`src/rtl/scvf_pkg.sv`:
```
package scvf_pkg;

	localparam int SUBDIV_DEF = 8;

	localparam int COORD_W = 32;
	localparam int SIZE_W  = 31;
	localparam int RAD_W   = 31;
	localparam int COUNT_W = 10;
	localparam int CLASS_W = 2;

	// scaled offsets stay below 2^39 in magnitude for every subdivision in range
	localparam int VAL_W = 40;
	localparam int MAG_W = VAL_W - 1;
	localparam int SQ_W  = 2 * MAG_W;
	localparam int SUM_W = SQ_W + 2;

	localparam logic [CLASS_W-1:0] CLASS_INSIDE  = 2'd0;
	localparam logic [CLASS_W-1:0] CLASS_OUTSIDE = 2'd1;
	localparam logic [CLASS_W-1:0] CLASS_SAMPLED = 2'd2;

	localparam logic [1:0] AX_X = 2'd0;
	localparam logic [1:0] AX_Y = 2'd1;
	localparam logic [1:0] AX_Z = 2'd2;

	typedef enum logic [1:0] {
		KIND_RADIUS,
		KIND_CORNER,
		KIND_SAMPLE
	} kind_t;

	typedef struct packed {
		logic  valid;
		logic  first;
		logic  last;
		kind_t kind;
	} tag_t;

	typedef struct packed {
		logic busy;
		logic all_in;
		logic all_out;
	} stat_t;

	typedef enum logic [2:0] {
		ST_IDLE,
		ST_SETUP,
		ST_INIT,
		ST_CORNER,
		ST_CDRAIN,
		ST_SAMPLE,
		ST_SDRAIN,
		ST_FINISH
	} state_t;

	typedef struct packed {
		logic signed [COORD_W-1:0] cz;
		logic signed [COORD_W-1:0] cy;
		logic signed [COORD_W-1:0] cx;
		logic [SIZE_W-1:0]         sz;
		logic [SIZE_W-1:0]         sy;
		logic [SIZE_W-1:0]         sx;
		logic signed [COORD_W-1:0] z_low;
		logic signed [COORD_W-1:0] y_low;
		logic signed [COORD_W-1:0] x_low;
	} cell_t;

endpackage

```
`src/rtl/scvf_sq.sv`:
```
module scvf_sq (
	input  logic                                clk,
	input  logic                                arst_n,
	input  scvf_pkg::tag_t                      tag_in,
	input  logic signed [scvf_pkg::VAL_W-1:0]   val,
	output scvf_pkg::tag_t                      tag_out,
	output logic [scvf_pkg::SQ_W-1:0]           sq,
	output logic                                busy
);
	import scvf_pkg::*;

	localparam int LO_W = 20;
	localparam int HI_W = MAG_W - LO_W;

	tag_t tag_s1, tag_s2, tag_s3;

	logic [VAL_W-1:0]     neg;
	logic [MAG_W-1:0]     mag_s1;
	logic [2*LO_W-1:0]    pll_s2;
	logic [LO_W+HI_W-1:0] plh_s2;
	logic [2*HI_W-1:0]    phh_s2;
	logic [SQ_W-1:0]      sq_s3;

	assign neg = ~val + VAL_W'(1);

	always_ff @(posedge clk or negedge arst_n) begin
		if (!arst_n) begin
			tag_s1 <= '0;
			tag_s2 <= '0;
			tag_s3 <= '0;
		end else begin
			tag_s1 <= tag_in;
			tag_s2 <= tag_s1;
			tag_s3 <= tag_s2;
		end
	end

	// split square: hi^2 << 2*LO_W, 2*hi*lo << LO_W, lo^2
	always_ff @(posedge clk) begin
		mag_s1 <= val[VAL_W-1] ? neg[MAG_W-1:0] : val[MAG_W-1:0];
		pll_s2 <= mag_s1[LO_W-1:0] * mag_s1[LO_W-1:0];
		plh_s2 <= mag_s1[LO_W-1:0] * mag_s1[MAG_W-1:LO_W];
		phh_s2 <= mag_s1[MAG_W-1:LO_W] * mag_s1[MAG_W-1:LO_W];
		sq_s3  <= {phh_s2, {(2*LO_W){1'b0}}} + (SQ_W'(plh_s2) << (LO_W + 1))
			+ SQ_W'(pll_s2);
	end

	assign tag_out = tag_s3;
	assign sq      = sq_s3;
	assign busy    = tag_s1.valid | tag_s2.valid | tag_s3.valid;

endmodule

```
`config.mk`:
```
export PLATFORM = sky130hd
export DESIGN_NAME = scvf_sq
export DESIGN_NICKNAME = d
export VERILOG_FILES = /design/src/rtl/scvf_pkg.sv /design/src/rtl/scvf_sq.sv
export SDC_FILE = /design/constraint.sdc
export NUM_CORES = 2
export LEC_CHECK = 0
export BUFFER_PORTS_ARGS = -buffer_cell sky130_fd_sc_hd__buf_4
export CELL_PAD_IN_SITES_DETAIL_PLACEMENT = 2
export CELL_PAD_IN_SITES_GLOBAL_PLACEMENT = 2
export CORE_MARGIN = 2
export CORE_UTILIZATION = 42
export CTS_BUF_LIST = sky130_fd_sc_hd__clkbuf_16
export DETAILED_ROUTE_END_ITERATION = 10
export PLACE_DENSITY_LB_ADDON = 0.1
export SLEW_MARGIN = 30
export SYNTH_ARGS = -nofsm -noshare
export SYNTH_HDL_FRONTEND = slang
export SYNTH_SLANG_ARGS = --single-unit
```
`constraint.sdc`:
```
create_clock -name clk -period 8.32 [get_ports clk]
set_input_delay 1.664 -clock clk [delete_from_list [all_inputs] [get_ports clk]]
set_output_delay 1.664 -clock clk [all_outputs]
set_load 0.1 [all_outputs]
```
==> qor.yml <==
status: "completed"
slew_viol_final: 0
synth_nets: 5830
path_class: "reg -> reg"
vias: 30600
synth.area.mux_share_pct: 0.0778
drt_wl_total_um: 132000
grt_pass1_vias: 36300
setup_viol: 0
required_ns: 8.78
fin_crit_sh_pct: 94.0
endpoint_kind: "register"
place_area_um2: 44400
hold_depth: 0
grt_max_degree: 42
fmax_mhz: 128
cts_sinks: 246
hold_start: "pll_s2[0]"
cts_tree: "yes"
die_x_um: 319
antenna_left: 0
grt_pass1_wl_um: 209000
rr_endpoint: "pll_s2[39]"
grt_use_total_pct: 26.8
yosysTopAreaCell: "fa_1"
grt-ovfl-total: 0
period_minus_slack_ns: 7.82
cts.clk_slew.worst_paths_ns: 0.05
cp.arrival_ns: 8.28
holdPathEnd: "sq[0]"
rr_worst_depth: 23
drtPass1Iterations: 5
timing.hold.ws_ns: 0.324
tightestPinTransition_ns: 0.986
fin_tns_setup_ns: 0
syn_inst: 4515
syn_area_um2: 41800
detail_route.wl_per_cell_um: 22.3
synthTopCellsByArea: "fa_1 (40%), ha_1 (13%), dfxtp_1 (11%)"
ys_seq_area_share_pct: 12.0
cts_resized: 0
routabilityCongestion: 0.840
ctsHoldBuffers: 0
relSlewSlack_pct: 34.2
ys_seq_elements: 246
io_buffers: 129
place_inst: 5851
io_pins: 131
hold_viol_final: 0
dpl.hpwl_um: 109000
drtIter0Drc: 1210
final_area_um2: 45600
antenna_found_initial: 5
die_h_um: 319
nNetsFinal: 5916
rsz0062_at_grt: "no"
timing.rr.start: "mag_s1[7]"
die_area_um2: 102000
filler_cell_count: 10600
async_flop_share_pct: 6.10
area_delta_synth_final_pct: 9.07
clk_root_buffer_cell: "clkbuf_16"
hp-class: "reg -> reg"
r2r_slack_ns: 0.50
drc_errors: 0
fin_cells: 5914
synth_top_family_by_area: "adder cells"
synth_area_per_cell_um2: 9.26
via_per_inst: 5.18
critical_path_peak_fanout: 19
core_um2: 98600
synth-simple-area-share_pct: 12.0
post-cts-setup-buffers: 0
synthFlopType: "dfxtp_1"
cts_made_buffers: 35
synth_edf_count: 0
synth_cell_type_count: 83
clk_latency_ns: 0.59
skew_ns: 0.0165
drv_cap: 0
post_route_cells_drive_above_1_share_pct: 6.92
rows: 115
synth_warnings: 0
synthAdderAreaFrac_pct: 52.9
start_kind: "register"
synth_xor_area_share_pct: 4.55
num_antenna_cells: 0
htree_num_levels: 2
synth.top_cell.area_share_pct: 39.8
synth_compound_area_share_pct: 6.87
start_util_pct: 42.4
clk_path_buf_depth: 3
[worst max-delay path, stage by stage (launching register included)]
cell,delay [ns]
dfxtp_1,0.96
nand2_1,0.26
inv_1,0.16
fa_1,0.44
ha_1,0.32
a21o_1,0.20
fa_1,0.47
fa_1,0.56
inv_1,0.06
fa_1,0.54
inv_1,0.05
fa_1,0.45
fa_1,0.47
ha_1,0.36
a21o_1,0.20
a31o_2,0.27
a221oi_1,0.26
o21bai_1,0.10
a41o_1,0.28
a21oi_1,0.49
o21ai_0,0.29
o21ai_0,0.24
a21oi_1,0.11
xnor2_1,0.13
[cells by family after synthesis]
group | after synthesis
adders and majority gates | 1269
AOI/OAI and AO/OA | 434
muxes | 3
and+or+nand+nor | 1052
DFF | 246
buffers and inverters | 1293
other | 1
xor gates and xnor gates | 217
[synthesized netlist by cell type (19+ instances only)]
master	n
dfxtp_1	231
nand4_1	19
and2_1	264
xor2_1	57
nor2_1	133
nor3_1	20
o21ai_0	58
inv_1	1112
o21bai_1	31
clkbuf_1	159
xnor2_1	160
ha_1	436
nand2_1	496
fa_1	832
nand3_1	42
a21oi_1	135
a21o_1	76
and3_1	19
[through the flow]
step / worst slack, ns / util [%]
after CTS: 0.453 / 46.3
after floorplan: 1.47 / -
final: 0.501 / 46.3
after detailed placement: 0.509 / 45.1
after global routing: 0.0590 / 46.3
after global placement: 0.734 / 45.1
[worst max-delay path by stage]
stage,from,end,slack (ns),cells past startpoint
2_1_floorplan,mag_s1[8],pll_s2[29],1.47,25
3_3_place_gp,mag_s1[7],pll_s2[39],0.73,23
3_5_place_dp,mag_s1[7],pll_s2[39],0.51,23
4_1_cts,mag_s1[7],pll_s2[39],0.45,23
5_1_grt,mag_s1[7],pll_s2[39],0.06,23
6_report,mag_s1[7],pll_s2[39],0.50,23
[final cells by class]
type | count | area (um2) | area share [%]
Multi-Input combinational cell | 2976 | 31900 | 70.0
Sequential cell | 246 | 5000 | 11.0
Inverter | 1124 | 4220 | 9.25
Timing Repair Buffer | 218 | 1670 | 3.67
Tap cell | 1287 | 1610 | 3.53
Clock buffer | 35 | 876 | 1.92
Clock inverter | 28 | 287 | 0.628
[state kept, by name, indices dropped and copies added, names as in the netlist]
name     flops
phh_s2      37
mag_s1      39
sq          77
pll_s2      39
plh_s2      39
tag_s1       5
tag_out      5
tag_s2       5
[layout by cell type (no fill, tap or decap), drive strengths merged, types with 133 or more instances in the layout]
| master | netlist | layout |
|---|---|---|
| a21oi | 137 | 137 |
| and2 | 264 | 264 |
| buf | 10 | 218 |
| dfxtp | 231 | 231 |
| fa | 832 | 832 |
| ha | 436 | 436 |
| inv | 1113 | 1123 |
| nand2 | 497 | 497 |
| nor2 | 133 | 133 |
| xnor2 | 160 | 160 |
[per-layer routing]
layer | track usage, % | vias up | part of all wire, % | wire length [um]
li1 | - | 13700 | - | -
met1 | 35.3 | 16200 | 44 | 58000
met2 | 45.4 | 604 | 48 | 63100
met3 | 4.78 | 183 | 5.5 | 7240
met4 | 7.00 | 6 | 2.7 | 3600
met5 | 0 | - | 0.035 | 46
Power is left out: the tool's default activity adds up to more than one toggle a clock period on the data nets, which glitch-free logic cannot reach.
