## src/rtl/scvf_pkg.sv

```systemverilog
package scvf_pkg;

	localparam int SUBDIV_DEF = 8;

	localparam int COORD_W = 32;
	localparam int SIZE_W  = 31;
	localparam int RAD_W   = 31;
	localparam int COUNT_W = 10;
	localparam int CLASS_W = 2;

	// scaled offsets stay below 2^39 in magnitude for every subdivision in range
	localparam int VAL_W = 40;
	localparam int MAG_W = VAL_W - 1;
	localparam int SQ_W  = 2 * MAG_W;
	localparam int SUM_W = SQ_W + 2;

	localparam logic [CLASS_W-1:0] CLASS_INSIDE  = 2'd0;
	localparam logic [CLASS_W-1:0] CLASS_OUTSIDE = 2'd1;
	localparam logic [CLASS_W-1:0] CLASS_SAMPLED = 2'd2;

	localparam logic [1:0] AX_X = 2'd0;
	localparam logic [1:0] AX_Y = 2'd1;
	localparam logic [1:0] AX_Z = 2'd2;

	typedef enum logic [1:0] {
		KIND_RADIUS,
		KIND_CORNER,
		KIND_SAMPLE
	} kind_t;

	typedef struct packed {
		logic  valid;
		logic  first;
		logic  last;
		kind_t kind;
	} tag_t;

	typedef struct packed {
		logic busy;
		logic all_in;
		logic all_out;
	} stat_t;

	typedef enum logic [2:0] {
		ST_IDLE,
		ST_SETUP,
		ST_INIT,
		ST_CORNER,
		ST_CDRAIN,
		ST_SAMPLE,
		ST_SDRAIN,
		ST_FINISH
	} state_t;

	typedef struct packed {
		logic signed [COORD_W-1:0] cz;
		logic signed [COORD_W-1:0] cy;
		logic signed [COORD_W-1:0] cx;
		logic [SIZE_W-1:0]         sz;
		logic [SIZE_W-1:0]         sy;
		logic [SIZE_W-1:0]         sx;
		logic signed [COORD_W-1:0] z_low;
		logic signed [COORD_W-1:0] y_low;
		logic signed [COORD_W-1:0] x_low;
	} cell_t;

endpackage

```

## src/rtl/scvf_seq.sv

```systemverilog
module scvf_seq #(
	parameter int SUBDIV = scvf_pkg::SUBDIV_DEF
) (
	input  logic                                clk,
	input  logic                                arst_n,
	input  logic                                in_valid,
	output logic                                in_ready,
	input  scvf_pkg::cell_t                     cell_in,
	input  logic [scvf_pkg::RAD_W-1:0]          radius,
	input  scvf_pkg::stat_t                     stat,
	input  logic                                out_free,
	output logic                                clr,
	output scvf_pkg::tag_t                      iss_tag,
	output logic signed [scvf_pkg::VAL_W-1:0]   iss_val,
	output logic                                fin,
	output logic [scvf_pkg::CLASS_W-1:0]        cls
);
	import scvf_pkg::*;

	localparam int K  = 2 * SUBDIV;
	localparam int CW = $clog2(SUBDIV + 1);
	localparam logic [CW-1:0] LAST = CW'(SUBDIV - 1);

	state_t state_q, state_d;
	cell_t  cell_q;

	logic signed [COORD_W-1:0] low_in [3];
	logic signed [COORD_W-1:0] cen_in [3];
	logic [SIZE_W-1:0]         size_in [3];
	logic signed [COORD_W:0]   diff [3];

	logic signed [VAL_W-1:0] lo_q [3];
	logic signed [VAL_W-1:0] hi_q [3];
	logic signed [VAL_W-1:0] ks_q [3];
	logic signed [VAL_W-1:0] st_q [3];
	logic signed [VAL_W-1:0] cur_q [3];

	logic [2:0]              ci_q;
	logic [1:0]              ax_q;
	logic [CW-1:0]           a_q, b_q, c_q;
	logic [CLASS_W-1:0]      cls_q;
	logic signed [VAL_W-1:0] rs;
	logic                    corner_end, sample_end;

	assign low_in[0]  = cell_q.x_low;
	assign low_in[1]  = cell_q.y_low;
	assign low_in[2]  = cell_q.z_low;
	assign cen_in[0]  = cell_q.cx;
	assign cen_in[1]  = cell_q.cy;
	assign cen_in[2]  = cell_q.cz;
	assign size_in[0] = cell_q.sx;
	assign size_in[1] = cell_q.sy;
	assign size_in[2] = cell_q.sz;

	always_comb begin
		for (int i = 0; i < 3; i++) begin
			diff[i] = {low_in[i][COORD_W-1], low_in[i]} - {cen_in[i][COORD_W-1], cen_in[i]};
		end
	end

	assign rs = VAL_W'(radius) * VAL_W'(K);

	assign corner_end = (ax_q == AX_Z) && (ci_q == 3'd7);
	assign sample_end = (ax_q == AX_Z) && (a_q == LAST) && (b_q == LAST) && (c_q == LAST);

	always_ff @(posedge clk or negedge arst_n) begin
		if (!arst_n) begin
			state_q <= ST_IDLE;
		end else begin
			state_q <= state_d;
		end
	end

	always_comb begin
		state_d = state_q;
		case (state_q)
			ST_IDLE: begin
				if (in_valid) begin
					state_d = ST_SETUP;
				end
			end
			ST_SETUP: state_d = ST_INIT;
			ST_INIT: state_d = ST_CORNER;
			ST_CORNER: begin
				if (corner_end) begin
					state_d = ST_CDRAIN;
				end
			end
			ST_CDRAIN: begin
				if (!stat.busy) begin
					state_d = (stat.all_in || stat.all_out) ? ST_FINISH : ST_SAMPLE;
				end
			end
			ST_SAMPLE: begin
				if (sample_end) begin
					state_d = ST_SDRAIN;
				end
			end
			ST_SDRAIN: begin
				if (!stat.busy) begin
					state_d = ST_FINISH;
				end
			end
			ST_FINISH: begin
				if (out_free) begin
					state_d = ST_IDLE;
				end
			end
			default: state_d = ST_IDLE;
		endcase
	end

	always_comb begin
		in_ready      = 1'b0;
		clr           = 1'b0;
		fin           = 1'b0;
		iss_tag       = '0;
		iss_tag.kind  = KIND_CORNER;
		iss_val       = '0;
		case (state_q)
			ST_IDLE: in_ready = 1'b1;
			ST_SETUP: begin
				clr           = 1'b1;
				iss_tag.valid = 1'b1;
				iss_tag.first = 1'b1;
				iss_tag.last  = 1'b1;
				iss_tag.kind  = KIND_RADIUS;
				iss_val       = rs;
			end
			ST_CORNER: begin
				iss_tag.valid = 1'b1;
				iss_tag.first = (ax_q == AX_X);
				iss_tag.last  = (ax_q == AX_Z);
				iss_tag.kind  = KIND_CORNER;
				case (ax_q)
					AX_X: iss_val = ci_q[2] ? hi_q[0] : lo_q[0];
					AX_Y: iss_val = ci_q[1] ? hi_q[1] : lo_q[1];
					default: iss_val = ci_q[0] ? hi_q[2] : lo_q[2];
				endcase
			end
			ST_SAMPLE: begin
				iss_tag.valid = 1'b1;
				iss_tag.first = (ax_q == AX_X);
				iss_tag.last  = (ax_q == AX_Z);
				iss_tag.kind  = KIND_SAMPLE;
				case (ax_q)
					AX_X: iss_val = cur_q[0];
					AX_Y: iss_val = cur_q[1];
					default: iss_val = cur_q[2];
				endcase
			end
			ST_FINISH: fin = out_free;
			default: ;
		endcase
	end

	always_ff @(posedge clk or negedge arst_n) begin
		if (!arst_n) begin
			ci_q  <= '0;
			ax_q  <= AX_X;
			a_q   <= '0;
			b_q   <= '0;
			c_q   <= '0;
			cls_q <= CLASS_INSIDE;
		end else begin
			case (state_q)
				ST_INIT: begin
					ci_q <= '0;
					ax_q <= AX_X;
					a_q  <= '0;
					b_q  <= '0;
					c_q  <= '0;
				end
				ST_CORNER: begin
					ax_q <= (ax_q == AX_Z) ? AX_X : ax_q + 2'd1;
					if (ax_q == AX_Z) begin
						ci_q <= ci_q + 3'd1;
					end
				end
				ST_CDRAIN: begin
					if (!stat.busy) begin
						cls_q <= stat.all_in ? CLASS_INSIDE : CLASS_OUTSIDE;
					end
				end
				ST_SAMPLE: begin
					ax_q <= (ax_q == AX_Z) ? AX_X : ax_q + 2'd1;
					if (ax_q == AX_Z) begin
						if (c_q == LAST) begin
							c_q <= '0;
							if (b_q == LAST) begin
								b_q <= '0;
								a_q <= a_q + CW'(1);
							end else begin
								b_q <= b_q + CW'(1);
							end
						end else begin
							c_q <= c_q + CW'(1);
						end
					end
				end
				ST_SDRAIN: cls_q <= CLASS_SAMPLED;
				default: ;
			endcase
		end
	end

	always_ff @(posedge clk) begin
		case (state_q)
			ST_IDLE: begin
				if (in_valid) begin
					cell_q <= cell_in;
				end
			end
			ST_SETUP: begin
				for (int i = 0; i < 3; i++) begin
					lo_q[i] <= VAL_W'(diff[i]) * VAL_W'(K);
					ks_q[i] <= VAL_W'(size_in[i]) * VAL_W'(K);
				end
			end
			ST_INIT: begin
				for (int i = 0; i < 3; i++) begin
					hi_q[i]  <= lo_q[i] + ks_q[i];
					st_q[i]  <= lo_q[i] + VAL_W'(size_in[i]);
					cur_q[i] <= lo_q[i] + VAL_W'(size_in[i]);
				end
			end
			ST_SAMPLE: begin
				if (ax_q == AX_Z) begin
					if (c_q == LAST) begin
						cur_q[2] <= st_q[2];
						if (b_q == LAST) begin
							cur_q[1] <= st_q[1];
							cur_q[0] <= cur_q[0] + VAL_W'({size_in[0], 1'b0});
						end else begin
							cur_q[1] <= cur_q[1] + VAL_W'({size_in[1], 1'b0});
						end
					end else begin
						cur_q[2] <= cur_q[2] + VAL_W'({size_in[2], 1'b0});
					end
				end
			end
			default: ;
		endcase
	end

	assign cls = cls_q;

endmodule

```

## config.mk

```make
export PLATFORM = sky130hd
export DESIGN_NAME = scvf_seq
export DESIGN_NICKNAME = d
export VERILOG_FILES = /design/src/rtl/scvf_pkg.sv /design/src/rtl/scvf_seq.sv
export SDC_FILE = /design/constraint.sdc
export NUM_CORES = 2
export LEC_CHECK = 0
export CELL_PAD_IN_SITES_DETAIL_PLACEMENT = 1
export CELL_PAD_IN_SITES_GLOBAL_PLACEMENT = 2
export CORE_MARGIN = 8
export CORE_UTILIZATION = 43
export CTS_CLUSTER_SIZE = 25
export DETAILED_ROUTE_END_ITERATION = 7
export DONT_BUFFER_PORTS = 1
export PLACE_DENSITY = 0.84
export SLEW_MARGIN = 20
export SYNTH_ARGS = -nofsm -noshare
export SYNTH_HDL_FRONTEND = slang
export SYNTH_SLANG_ARGS = --single-unit
```

## constraint.sdc

```tcl
create_clock -name clk -period 9.85 [get_ports clk]
set_input_delay 1.97 -clock clk [delete_from_list [all_inputs] [get_ports clk]]
set_output_delay 1.97 -clock clk [all_outputs]
set_load 0.01 [all_outputs]
```

==> load_flow_metrics.sql <==
INSERT INTO impl_metrics (metric_group, metric, value, unit) VALUES
('drt', 'top_layer', 'met5', ''),
('global_route', 'grt_start_max_net_pins', '127', ''),
('yosys', 'synth_top_area_share', '48.9', '%'),
('clock_tree', 'cts-resized-gates', '0', ''),
('global_route', 'antenna_found_initial', '39', ''),
('timing', 'count_of_endpoints_failing_setup_in_the_final_report', '0', ''),
('job', 'cap_viol_max_count', '0', ''),
('drt', 'totalWireLength', '164000', 'um'),
('critical_path', 'crit_buf_inv', '3', ''),
('yosys', 'sequential_share_of_the_synthesized_area', '50.0', '%'),
('clock_tree', 'clock_buffers_created_by_tritoncts', '96', ''),
('yosys', 'netlist-cell-type-count', '88', ''),
('drt', 'met2RoutedLength', '73200', 'um'),
('yosys', 'synth.ff_latch_count', '807', ''),
('critical_path', 'setup_crit_end_kind', 'output port', ''),
('clock_tree', 'post_cts_buffers', '0', ''),
('timing', 'final_critical_path_setup_slack', '4.37', 'ns'),
('cells_and_area', 'nNetsFinal', '5144', ''),
('critical_path', 'critical_path.max_stage_delay', '0.74', 'ns'),
('clock_tree', 'h-tree-depth', '3', ''),
('die', 'dieArea', '0.123', 'mm^2'),
('yosys', 'post_synthesis_cells', '4435', ''),
('yosys', 'synth_edf_count', '785', ''),
('drt', 'vias', '36300', ''),
('drt', 'drcViolationCount', '0', ''),
('critical_path', 'worstSetupPathType', 'reg -> out', ''),
('critical_path', 'path_cells', 'buf_4, inv_2, buf_4, a31oi_1, o21ai_0', ''),
('power_and_ir_drop', 'p_per_area', '294', 'mW/mm^2'),
('yosys', 'synth.cells.most_frequent', '785 x sky130_fd_sc_hd__edfxtp_1, 368 x sky130_fd_sc_hd__ha_1, 368 x sky130_fd_sc_hd__nand2_1', ''),
('die', 'die_h', '351', 'um'),
('timing', 'relSlewSlack', '26.4', '%'),
('clock_tree', 'clock_latency', '0.69', 'ns'),
('timing', 'max_slew_violation_count', '0', ''),
('drt', 'dr.pass1.iters', '5', ''),
('placed_design', 'place_worst_setup_slack', '5.16', 'ns'),
('clock_tree', 'path_clk_slew', '0.06', 'ns'),
('placed_design', 'gpl.final_weighted_congestion', '0.970', ''),
('power_and_ir_drop', 'max-vdd-ir-drop', '159', 'uV'),
('yosys', 'syn-cell-area', '0.0483', 'mm^2'),
('critical_path', 'cp-start-kind', 'register', ''),
('critical_path', 'cp.required', '7.88', 'ns'),
('timing', 'timing.setup.tns', '0', 'ns'),
('critical_path', 'cpLargestDelayFamily', 'buffers and inverters', ''),
('yosys', 'synth_area_per_cell', '10.9', 'um^2'),
('yosys', 'synth-main-ff-cell', 'sky130_fd_sc_hd__edfxtp_1', ''),
('drt', 'vias_per_cell', '6.01', ''),
('drt', 'ant_nets', '0', ''),
('run_status', 'run_status', 'completed', ''),
('timing', 'finalCritPeriodShare', '55.6', '%'),
('die', 'die-width', '351', 'um'),
('timing', 'timing_worst_slew_pin_value', '1.10', 'ns'),
('drt', 'met3RoutedLength', '14100', 'um'),
('global_route', 'number_of_global_route_vias_before_repair', '36500', ''),
('yosys', 'yosys_warnings', '0', ''),
('yosys', 'mapped_nets', '5138', ''),
('timing', 'hold_viol', '0', ''),
('yosys', 'leading_area_contributor_after_synthesis', 'sky130_fd_sc_hd__edfxtp_1', ''),
('critical_path', 'cpMostUsedCell', 'sky130_fd_sc_hd__buf_4', ''),
('timing', 'timing.final.crit_period', '5.48', 'ns'),
('drt', 'wl_met1', '71000', 'um'),
('critical_path', 'crit_path_top_delay_cell', 'sky130_fd_sc_hd__buf_4', ''),
('drt', 'drtIter0Drc', '3128', ''),
('critical_path', 'critical_path_arrival', '3.51', 'ns'),
('yosys', 'yosysMostFrequentCell', 'sky130_fd_sc_hd__edfxtp_1', ''),
('global_route', 'grt_first_pass_wirelength', '239000', 'um'),
('die', 'start_util', '43.1', '%'),
('placed_design', 'place_hpwl', '128000', 'um'),
('power_and_ir_drop', 'total_power', '15.7', 'mW'),
('drt', 'routed_wl_per_cell', '27.2', 'um'),
('critical_path', 'worstPathMaxFanout', '87', ''),
('cells_and_area', 'area_growth', '10.3', '%');
per-layer routing:
| layer | track usage (%) | vias to the layer above |
|---|---|---|
| li1 | - | 16600 |
| met1 | 34.8 | 18100 |
| met2 | 40.6 | 1238 |
| met3 | 6.92 | 287 |
| met4 | 8.83 | 26 |
| met5 | 0 | - |
power by group:
group / switching [mW] / internal, mW / total [mW]
combinational: 3.87 / 2.20 / 6.07
sequential: 0.854 / 5.03 / 5.88
clock: 1.49 / 2.21 / 3.70
total: 6.21 / 9.44 / 15.7
cell type report:
class | count | area, um^2
Tap cell | 1500 | 1880
Timing Repair Buffer | 29 | 243
Inverter | 222 | 838
Fill cell | 12100 | 58700
Multi-Input combinational cell | 3285 | 22900
Clock buffer | 121 | 2570
Sequential cell | 807 | 24100
Antenna cell | 17 | 42.5
Clock inverter | 54 | 639
final timing paths:
path	start	endpoint	slack, ns	cells after the start
setup reg to reg	state_q[2]$_DFFE_PN0P_	cur_q[0][58]$_DFFE_PP_	5.41	11
setup / recovery	ax_q[1]$_DFFE_PN0P_	iss_val[11]	4.37	5
hold / removal	ci_q[0]$_DFFE_PN0P_	ci_q[0]$_DFFE_PN0P_	0.51	1
hold reg to reg	ci_q[0]$_DFFE_PN0P_	ci_q[0]$_DFFE_PN0P_	0.51	1
min in group asynchronous	arst_n	state_q[0]$_DFFE_PN0P_	0.97	0
max in group asynchronous	arst_n	ci_q[1]$_DFFE_PN0P_	8.76	0
flip-flops by register name (all words and copies together), names as in the netlist:
register / cells
a_q: 4
ax_q: 2
b_q: 4
c_q: 4
cell_q: 285
ci_q: 3
cls: 2
cur_q: 120
hi_q: 108
ks_q: 93
lo_q: 99
st_q: 80
state_q: 3
cells by family after synthesis:
kind of cell               share of synthesized area, %
buffers and inverters                              2.67
muxes                                              3.03
DFF                                                50.0
AOI/OAI and AO/OA                                  17.4
xor gates and xnor gates                           6.23
and+or+nand+nor                                    10.7
adders and majority gates                          10.0
layout by cell type, fill, tap and decap left out, types with 38 or more instances in the layout:
cell type | netlist | final
sky130_fd_sc_hd__nand3_1 | 79 | 79
sky130_fd_sc_hd__nand4_1 | 38 | 38
sky130_fd_sc_hd__o21bai_1 | 60 | 60
sky130_fd_sc_hd__nand2b_1 | 46 | 46
sky130_fd_sc_hd__xor2_1 | 122 | 122
sky130_fd_sc_hd__o21a_1 | 58 | 58
sky130_fd_sc_hd__ha_1 | 368 | 368
sky130_fd_sc_hd__clkbuf_16 | 0 | 98
sky130_fd_sc_hd__inv_1 | 221 | 219
sky130_fd_sc_hd__a21oi_1 | 361 | 361
sky130_fd_sc_hd__nor3_1 | 66 | 66
sky130_fd_sc_hd__mux2i_1 | 145 | 145
sky130_fd_sc_hd__edfxtp_1 | 785 | 785
sky130_fd_sc_hd__a31oi_1 | 78 | 78
sky130_fd_sc_hd__nand2_1 | 368 | 366
sky130_fd_sc_hd__nor2b_1 | 60 | 60
sky130_fd_sc_hd__a211oi_1 | 39 | 39
sky130_fd_sc_hd__nor2_1 | 295 | 292
sky130_fd_sc_hd__o21ai_0 | 289 | 289
sky130_fd_sc_hd__a21o_1 | 155 | 155
sky130_fd_sc_hd__xnor2_1 | 221 | 221
stage by stage:
| stage | util, % | instances | area [um^2] | hold WS (ns) |
|---|---|---|---|---|
| floorplan | - | 4435 | 48300 | 0.452 |
| global placement | 44.7 | 5843 | 50000 | 0.476 |
| detailed placement | 44.7 | 5843 | 50000 | 0.498 |
| CTS | 47.5 | 6018 | 53200 | 0.506 |
| global route | 47.6 | 6023 | 53200 | 0.537 |
| finish | 47.6 | 6035 | 53200 | 0.508 |
Note: power is estimated with default switching activity, not from simulation.
