File: src/rtl/scvf_pkg.sv
package scvf_pkg;

	localparam int SUBDIV_DEF = 8;

	localparam int COORD_W = 32;
	localparam int SIZE_W  = 31;
	localparam int RAD_W   = 31;
	localparam int COUNT_W = 10;
	localparam int CLASS_W = 2;

	// scaled offsets stay below 2^39 in magnitude for every subdivision in range
	localparam int VAL_W = 40;
	localparam int MAG_W = VAL_W - 1;
	localparam int SQ_W  = 2 * MAG_W;
	localparam int SUM_W = SQ_W + 2;

	localparam logic [CLASS_W-1:0] CLASS_INSIDE  = 2'd0;
	localparam logic [CLASS_W-1:0] CLASS_OUTSIDE = 2'd1;
	localparam logic [CLASS_W-1:0] CLASS_SAMPLED = 2'd2;

	localparam logic [1:0] AX_X = 2'd0;
	localparam logic [1:0] AX_Y = 2'd1;
	localparam logic [1:0] AX_Z = 2'd2;

	typedef enum logic [1:0] {
		KIND_RADIUS,
		KIND_CORNER,
		KIND_SAMPLE
	} kind_t;

	typedef struct packed {
		logic  valid;
		logic  first;
		logic  last;
		kind_t kind;
	} tag_t;

	typedef struct packed {
		logic busy;
		logic all_in;
		logic all_out;
	} stat_t;

	typedef enum logic [2:0] {
		ST_IDLE,
		ST_SETUP,
		ST_INIT,
		ST_CORNER,
		ST_CDRAIN,
		ST_SAMPLE,
		ST_SDRAIN,
		ST_FINISH
	} state_t;

	typedef struct packed {
		logic signed [COORD_W-1:0] cz;
		logic signed [COORD_W-1:0] cy;
		logic signed [COORD_W-1:0] cx;
		logic [SIZE_W-1:0]         sz;
		logic [SIZE_W-1:0]         sy;
		logic [SIZE_W-1:0]         sx;
		logic signed [COORD_W-1:0] z_low;
		logic signed [COORD_W-1:0] y_low;
		logic signed [COORD_W-1:0] x_low;
	} cell_t;

endpackage

File: src/rtl/scvf_acc.sv
module scvf_acc #(
	parameter int SUBDIV = scvf_pkg::SUBDIV_DEF
) (
	input  logic                                   clk,
	input  logic                                   arst_n,
	input  logic                                   clr,
	input  scvf_pkg::tag_t                         tag_in,
	input  logic [scvf_pkg::SQ_W-1:0]              sq,
	input  logic                                   sq_busy,
	output scvf_pkg::stat_t                        stat,
	output logic [$clog2(SUBDIV**3 + 1)-1:0]       count
);
	import scvf_pkg::*;

	localparam int NW = $clog2(SUBDIV**3 + 1);

	tag_t             tag_s4;
	logic [SUM_W-1:0] acc_q;
	logic [SUM_W-1:0] r2_q;
	logic             all_in_q, all_out_q;
	logic [NW-1:0]    cnt_q;
	logic             gt, lt, done;

	assign gt   = acc_q > r2_q;
	assign lt   = acc_q < r2_q;
	assign done = tag_s4.valid & tag_s4.last;

	always_ff @(posedge clk or negedge arst_n) begin
		if (!arst_n) begin
			tag_s4 <= '0;
		end else begin
			tag_s4 <= tag_in;
		end
	end

	always_ff @(posedge clk) begin
		if (tag_in.valid) begin
			if (tag_in.first) begin
				acc_q <= SUM_W'(sq);
			end else begin
				acc_q <= acc_q + SUM_W'(sq);
			end
		end
		if (done && tag_s4.kind == KIND_RADIUS) begin
			r2_q <= acc_q;
		end
	end

	always_ff @(posedge clk or negedge arst_n) begin
		if (!arst_n) begin
			all_in_q  <= 1'b1;
			all_out_q <= 1'b1;
			cnt_q     <= '0;
		end else if (clr) begin
			all_in_q  <= 1'b1;
			all_out_q <= 1'b1;
			cnt_q     <= '0;
		end else if (done) begin
			case (tag_s4.kind)
				KIND_CORNER: begin
					if (!lt) begin
						all_in_q <= 1'b0;
					end
					if (!gt) begin
						all_out_q <= 1'b0;
					end
				end
				KIND_SAMPLE: begin
					if (gt) begin
						cnt_q <= cnt_q + NW'(1);
					end
				end
				default: ;
			endcase
		end
	end

	assign stat.busy    = sq_busy | tag_s4.valid;
	assign stat.all_in  = all_in_q;
	assign stat.all_out = all_out_q;
	assign count        = cnt_q;

endmodule

File: config.mk
export PLATFORM = sky130hd
export DESIGN_NAME = scvf_acc
export DESIGN_NICKNAME = d
export VERILOG_FILES = /design/src/rtl/scvf_pkg.sv /design/src/rtl/scvf_acc.sv
export SDC_FILE = /design/constraint.sdc
export NUM_CORES = 1
export LEC_CHECK = 0
export ABC_AREA = 1
export BUFFER_PORTS_ARGS = -buffer_cell sky130_fd_sc_hd__clkbuf_2
export CAP_MARGIN = 5
export CORE_UTILIZATION = 45
export DETAILED_ROUTE_END_ITERATION = 8
export GPL_ROUTABILITY_DRIVEN = 0
export MAX_ROUTING_LAYER = met4
export PLACE_DENSITY = 0.67
export REMOVE_ABC_BUFFERS = 1
export SYNTH_ARGS = -nofsm -noshare
export SYNTH_HDL_FRONTEND = slang
export SYNTH_SLANG_ARGS = --single-unit
File: constraint.sdc
create_clock -name clk -period 10.5 [get_ports clk]
set_input_delay 0 -clock clk [delete_from_list [all_inputs] [get_ports clk]]
set_output_delay 0 -clock clk [all_outputs]
set_load 0.02 [all_outputs]
==> summary.txt, run 1 <==
Critical path
  – Critical path depth in cells: 14
  – Worst setup endpoint: count[8]
  – Cell mode on critical path: nand2_1
  – Crit path buffers/inverters: 1
  – FF-to-FF setup slack: around 7.4 ns
  – Critical path endpoint category: flip-flop
  – Startpoint Class: flip-flop
  – RR Endpoint: count[8]
  – Slowest stage cell, crit path: edfxtp_1
  – Worst stage delay on the critical path: 0.50 ns
  – Crit path launch: acc_q[78]
  – FF-to-FF Start: acc_q[78]
  – Setup CP Type: flip-flop to flip-flop
  – Worst-path fanout max: 11
  – R2R cell count: 14
  – Arr. time, crit path: roughly 3.4 ns
  – WP data required: around 11 ns
  – CP delay by family, top: simple AND/OR/NAND/NOR gates
  – Cell Chain, Critical Path: ha_1 -> nand2_1 -> nor2_1 -> nand2_1 -> inv_1 -> nand2_1 -> nor2_1 -> nand4_1 -> nor2_1 -> nand3_1 -> nand3_1 -> nand2_2 -> nand2_1 -> nand2_1

Clocking
  – CTS root buffer: clkbuf_16
  – CTS Buf Count: 17
  – Post-CTS sizing: 0
  – Reg clk slew, reported paths: about 0.080 ns
  – CTS tree: built
  – H-tree levels: 4
  – Maximum clock insertion buffer count: 2
  – Worst-Skew Late Latency: around 0.47 ns
  – Sink Count: between 150 and 200

Finish
  – Final Util: 0.529
  – Area of the multi-input gates: 8670 sq um
  – Nets@finish: between 2,000 and 3,000
  – Share of layout cells above drive strength 1: 0.0783
  – Non-filler instance count after layout: roughly 2,800
  – Area grow syn2layout: 16.1%
  – FF/Latch Area: about 5200 sq um
  – Fillcell total: ~3,300
  – Ant. Diodes: 0

Place
  – Post-DP HPWL: between 30 and 40 mm
  – Dpl cells: 2,731
  – Port bufs: between 90 and 100

Synth
  – Synth Register Bits: ~180
  – Post-synth top cells: nand2_1, inv_1, nor2_1
  – Synth cell types: between 40 and 50
  – Post-synth ARST share: 0.0909
  – Top post-synthesis cells by area: edfxtp_1, nand2_1, ha_1
  – Yosys warns: 0
  – Syn Inst Count: between 2,000 and 2,500
  – Most common cell in the netlist: nand2_1
  – Mapped Avg Cell Area: between 6 and 7 sq um
  – Post-synth EDFFs: 160
  – Seq/Total Area, Yosys: 0.342
  – Yosys top cell area share: 0.315
  – Synth Cell Area: 15,200 sq um
  – Post-synth top flop: edfxtp_1
  – Dominant cell type by area after synthesis: edfxtp_1

STA
  – Tmin final: 3.08 ns
  – Max frequency: around 0.32 GHz
  – Slew Limit Fails: 0
  – Setup total negative slack: 0 ns
  – Worst slew margin: 0.296
  – Final number of setup-violating endpoints: 0
  – WHS: roughly 0.15 ns
  – Hold Vio Cnt, Final: 0
  – Period utilization: 0.293
  – RSZ-0062 raised after global routing: false
  – Worst-margin pin slew: 1.05 ns
  – Clk_skew: ~0.019 ns

Power and ir drop
  – Int Power: 1.49 mW
  – Share of power burned in registers: 0.372
  – Pwr Total: ~2.3 mW
  – Sw Pwr: roughly 860 uW
  – Switch share: 0.366
  – Clk pwr share: 0.278
  – Peak supply drop: between 0.0001 and 0.00015 V
  – PD cells: ~130 nW/um^2
  – Combinational share of power: 0.349
  – Leak: between 8 and 9 nW

Floorplanning
  – Core Area: roughly 33,000 sq um
  – Die Span X: 186 microns
  – Die area: about 35,000 sq um
  – Die Y: between 150 and 200 microns
  – I/O pins: 100
  – Initial Util: 0.455
  – # rows: 67

Route
  – Initial DRC count: between 1,000 and 1,500
  – Vias: 14,937
  – Routed vias/inst: ~5.2
  – Total Wirelength: about 47 mm
  – # DRC: 0
  – Final ANT Viol Nets: 0
  – TritonRoute pass-1 iters: 6
  – Routed len/inst: about 16 microns

GRT
  – Total GRT Usage: 0.285
  – GRT overflow: 0
  – First-pass GRT wire length: between 70 and 80 mm
  – Number of global-route vias before repair: 14,061
  – Largest net degree at the start of global routing: 61
  – Initial antenna violation count: 0

Status
  – Status: complete, no violations

Run
  – Max_cap viols: 0

Worst hold path
  – HP Class: input pin to flip-flop
-- layer usage --
| layer | routed length, microns | track usage |
|---|---|---|
| met3 | 3480 | 0.0421 |
| met4 | 1850 | 0.125 |
| met1 | 21100 | 0.375 |
| met2 | 20200 | 0.434 |
| met5 | 0 | - |
-- placed cells by master, fill, tap and decap left out, types with 3 or more instances in the layout --
| master | netlist | routed |
|---|---|---|
| a21o_1 | 9 | 9 |
| a21oi_1 | 150 | 150 |
| buf_4 | 3 | 7 |
| clkbuf_1 | 15 | 5 |
| clkbuf_16 | 0 | 19 |
| clkbuf_2 | 0 | 97 |
| clkinv_4 | 0 | 3 |
| dfrtp_1 | 14 | 14 |
| dlygate4sd3_1 | 0 | 86 |
| edfxtp_1 | 160 | 160 |
| ha_1 | 159 | 159 |
| inv_1 | 332 | 332 |
| inv_2 | 4 | 5 |
| nand2_1 | 750 | 750 |
| nand2_2 | 7 | 7 |
| nand3_1 | 126 | 126 |
| nand3_2 | 7 | 7 |
| nand3b_1 | 13 | 13 |
| nand4_1 | 8 | 8 |
| nor2_1 | 228 | 228 |
| nor2_2 | 13 | 13 |
| nor3_1 | 22 | 21 |
| nor4_1 | 6 | 6 |
| o21a_1 | 4 | 4 |
| o21ai_0 | 77 | 77 |
| o21ai_1 | 13 | 13 |
| o21bai_1 | 12 | 12 |
| or2_1 | 5 | 5 |
| or2_2 | 17 | 17 |
| xnor2_1 | 19 | 19 |
| xor2_1 | 6 | 6 |
-- worst register-to-register path: stages, from the launching register on --
cell and delay [ns]:
edfxtp_1 0.50, ha_1 0.33, nand2_1 0.06, nor2_1 0.15, nand2_1 0.13, inv_1 0.10, nand2_1 0.05, nor2_1 0.30
nand4_1 0.23, nor2_1 0.14, nand3_1 0.14, nand3_1 0.42, nand2_2 0.23, nand2_1 0.12, nand2_1 0.05
-- logic make-up after synthesis --
group           count (synthesis)  share of synthesized area
xor+xnor                       25                     0.0144
compound gates                274                     0.0960
flops                         176                      0.342
buf+inv                       359                     0.0894
simple gates                 1207                      0.326
fa+ha+maj                     160                      0.132
-- worst min-delay path by stage --
| stage | slack [ns] | depth (start not counted) | endpoint | from |
|---|---|---|---|---|
| floorplan | -0.30 | 0 | count[0] | arst_n |
| global placement | -0.07 | 1 | tag_s4[2] | arst_n |
| detailed placement | -0.07 | 1 | tag_s4[2] | arst_n |
| CTS | 0.16 | 3 | acc_q[0] | tag_in[3] |
| global route | 0.20 | 3 | acc_q[16] | tag_in[3] |
| finish | 0.15 | 3 | acc_q[18] | tag_in[3] |
-- repair_timing --
action	4_1_cts	5_1_grt
hold buffers	86	0
hold endpoints to repair	120	0
buffers inserted	0	0
-- metrics by stage --
step | setup WS, ns | area, sq um
after CTS | 7.43 | 17700
final | 7.42 | 17700
after floorplan | 4.04 | 15100
after detailed placement | 7.47 | 16200
after global routing | 7.13 | 17700
after global placement | 7.51 | 16200
-- power by group through the flow --
stage	clock [mW]	combinational, mW	sequential [mW]
after CTS	0.662	0.802	0.875
after global placement	0	0.763	0.887
after global routing	0.685	0.914	0.882
final	0.654	0.820	0.875
after floorplan	0	0.539	0.876
after detailed placement	0	0.771	0.890
-- final cells by class --
| cell class | instances | share of cell area |
|---|---|---|
| Multi-Input combinational cell | 1666 | 0.490 |
| Sequential cell | 176 | 0.294 |
| Timing Repair Buffer | 190 | 0.0791 |
| Inverter | 337 | 0.0715 |
| Tap cell | 448 | 0.0317 |
| Clock buffer | 26 | 0.0295 |
| Clock inverter | 6 | 0.00389 |
-- state kept, by name (all words and copies together), names as in the netlist --
| signal | count |
|---|---|
| count | 10 |
| r2_q | 80 |
| tag_s4 | 4 |
| all_out_q | 1 |
| all_in_q | 1 |
| acc_q | 80 |
No activity file was read; power rests on OpenSTA's default activity.
==> run 2, diff against run 1 <==
ABC_AREA = 0   (was 1)
PLACE_DENSITY = 0.7   (was 0.67)
clock period = 2.7 ns   (was 10.5 ns; I/O delays follow)
==> summary.txt, run 2 <==
GRT
  – GRT overflow: 0
  – Number of global-route vias before repair: 13,697
  – Largest net degree at the start of global routing: 95
  – First-pass GRT wire length: around 68 mm
  – Total GRT Usage: 0.290
  – Initial antenna violation count: 2

Finish
  – Commonest cells after routing, fill and taps aside: buf_4, edfxtp_1, nand2_1
  – Non-filler instance count after layout: 2,390
  – Fillcell total: 1,983
  – Share of layout cells above drive strength 1: 0.398
  – Nets@finish: 2,239
  – Area grow syn2layout: 53.7%
  – Commonest non-fill, non-tap cell in the layout: buf_4

Synth
  – Post-synth top cells: edfxtp_1, ha_1, nand2_1
  – Post-synth top flop: edfxtp_1
  – Mux contribution to synthesized area: 0.00340
  – Yosys warns: 0
  – Synth Area in XOR/XNOR: 0.0536
  – Post-synthesis adder-cell area fraction: 0.152
  – Synth Area in Compound Gates: 0.212
  – Seq/Total Area, Yosys: 0.393
  – Synth Cell Area: between 10,000 and 15,000 sq um
  – Dominant cell type by area after synthesis: edfxtp_1
  – Largest family of logic cells by synthesized area: compound AO/OA/AOI/OAI gates
  – Top post-synthesis cells by area: edfxtp_1, ha_1, a21oi_1
  – Post-synth ARST share: 0.0909
  – Synth Area in Simple Gates: 0.134
  – Synth cell types: 78
  – Synth Register Bits: around 180
  – Post-synth EDFFs: between 150 and 200
  – Most common cell in the netlist: edfxtp_1
  – Yosys top cell area share: 0.363
  – Syn Inst Count: roughly 1,400
  – Mapped Avg Cell Area: 9.36 sq um

Floorplanning
  – Die Span X: 174 microns
  – # rows: between 60 and 70
  – I/O pins: 100
  – Core Area: between 20,000 and 30,000 sq um
  – Initial Util: 0.459
  – Die area: around 30,000 sq um
  – Die Y: between 150 and 200 microns

STA
  – Period utilization: 1.29
  – Worst-margin pin slew: roughly 1.0 ns
  – RSZ-0062 raised after global routing: true
  – Clk_skew: approximately 0.012 ns
  – Hold Vio Cnt, Final: 0
  – Final number of setup-violating endpoints: 80
  – Max frequency: about 0.29 GHz
  – Setup ws final: -0.773 ns
  – Tmin final: ~3.5 ns
  – Setup total negative slack: -34.95 ns
  – Worst slew margin: 0.301
  – Slew Limit Fails: 0

Worst hold path
  – HP Class: input pin to async pin

Critical path
  – Critical path endpoint category: flip-flop
  – Startpoint Class: flip-flop
  – Setup CP Type: flip-flop to flip-flop
  – Arr. time, crit path: approximately 3.7 ns
  – WP data required: approximately 2.9 ns
  – Worst-path fanout max: 3

Route
  – Routed vias/inst: around 6
  – TritonRoute pass-1 iters: 8
  – Routed len/inst: just under 20 microns
  – Initial DRC count: roughly 1,600
  – Vias: 14,029
  – Final ANT Viol Nets: 0
  – # DRC: 0
  – Total Wirelength: between 40 and 50 mm

Clocking
  – CTS Buf Count: 17
  – H-tree levels: 4
  – Maximum clock insertion buffer count: 2
  – Reg clk slew, reported paths: 0.08 ns
  – CTS root buffer: clkbuf_16
  – CTS tree: built
  – Sink Count: roughly 180
  – Worst-Skew Late Latency: roughly 0.45 ns

Run
  – Max_cap viols: 0

Power and ir drop
  – PD cells: roughly 570 nW/um^2
  – Peak supply drop: 0.000436 V
  – Leak: 9.14 nW

Place
  – Post-DP HPWL: around 28 mm
  – Dpl cells: between 2,000 and 2,500
  – Port bufs: around 100

Status
  – Violated checks: negative setup slack
  – Status: finished with violations
-- run 2: cell types whose count changed after synthesis, moves of 39 or more --
| cell | change |
|---|---|
| nand3_1 | -105 |
| o21ai_0 | +53 |
| a21o_1 | +61 |
| nor2_1 | -169 |
| inv_1 | -221 |
| nand4_1 | +39 |
| nand2_1 | -598 |
-- run 2: through the flow --
stage	power (mW)	util	cell area [sq um]	setup WS, ns	hold WS [ns]
final	11.5	0.705	20300	-0.773	0.0357
after CTS	10.8	0.682	19700	-0.594	0.00428
after floorplan	5.60	-	13000	-3.75	-0.296
after global routing	12.0	0.705	20300	-0.864	0.0500
after global placement	7.48	0.581	16800	-0.775	-0.0628
after detailed placement	7.60	0.581	16800	-0.871	-0.0525
-- run 2: cell type report --
cell class              instances  area [sq um]  share of cell area
diodes                          2          5.00            0.000246
clock buffers                  18           429              0.0211
clock inverters                13           130             0.00640
inverters                     111           417              0.0205
multi-input cells            1073          8950               0.440
flip-flops and latches        176          5210               0.256
well taps                     384           480              0.0236
repair buffers                613          4730               0.233
-- run 2: logic make-up after synthesis --
logic type,count (synthesis)
buf+inv,165
fa+ha+maj,160
compound gates,457
flops,176
mux,4
simple gates,371
xor+xnor,81
-- run 2: per-layer routing --
| layer | part of all wire | track usage |
|---|---|---|
| met1 | 0.40 | 0.349 |
| met2 | 0.48 | 0.488 |
| met3 | 0.067 | 0.0349 |
| met4 | 0.051 | 0.133 |
| met5 | 0 | - |
-- run 2: critical path, cell delays in order, from the launching register on --
cell      delay, ns
edfxtp_1       0.48
ha_4           0.30
buf_4          0.15
a21oi_1        0.44
o211ai_1       0.24
a21oi_2        0.16
and4bb_4       0.23
nor3_4         0.25
o31ai_4        0.09
a41oi_2        0.20
o21ai_1        0.12
a31o_2         0.26
a221o_1        0.31
-- run 2: timing repair --
| item | CTS | global route |
|---|---|---|
| buffers inserted | 49 | 35 |
| pin swaps | 115 | 101 |
| hold buffers | 82 | 0 |
| endpoints found under the setup margin | 76 | 78 |
| hold endpoints to repair | 108 | 0 |
| gates resized for setup | 257 | 123 |
| gates cloned | 0 | 0 |
-- run 2: where the power goes --
| part | switching, mW | leakage, nW | internal, mW |
|---|---|---|---|
| clock network | 1.21 | 0.271 | 1.29 |
| logic | 2.82 | 7.14 | 2.76 |
| registers | 0.148 | 1.73 | 3.28 |
| total | 4.18 | 9.14 | 7.33 |
-- run 2: final timing paths --
| path | from | endpoint | slack [ns] | depth (start not counted) |
|---|---|---|---|---|
| worst max-delay path | acc_q[9] | acc_q[72] | -0.77 | 12 |
| worst min-delay path | arst_n | count[9] | 0.04 | 2 |
| worst max register to register | acc_q[9] | acc_q[72] | -0.77 | 12 |
| worst min register to register | all_out_q | all_out_q | 0.49 | 2 |
| max in group asynchronous | arst_n | all_out_q | 2.33 | 2 |
| min in group clk | sq[76] | acc_q[76] | 0.04 | 3 |
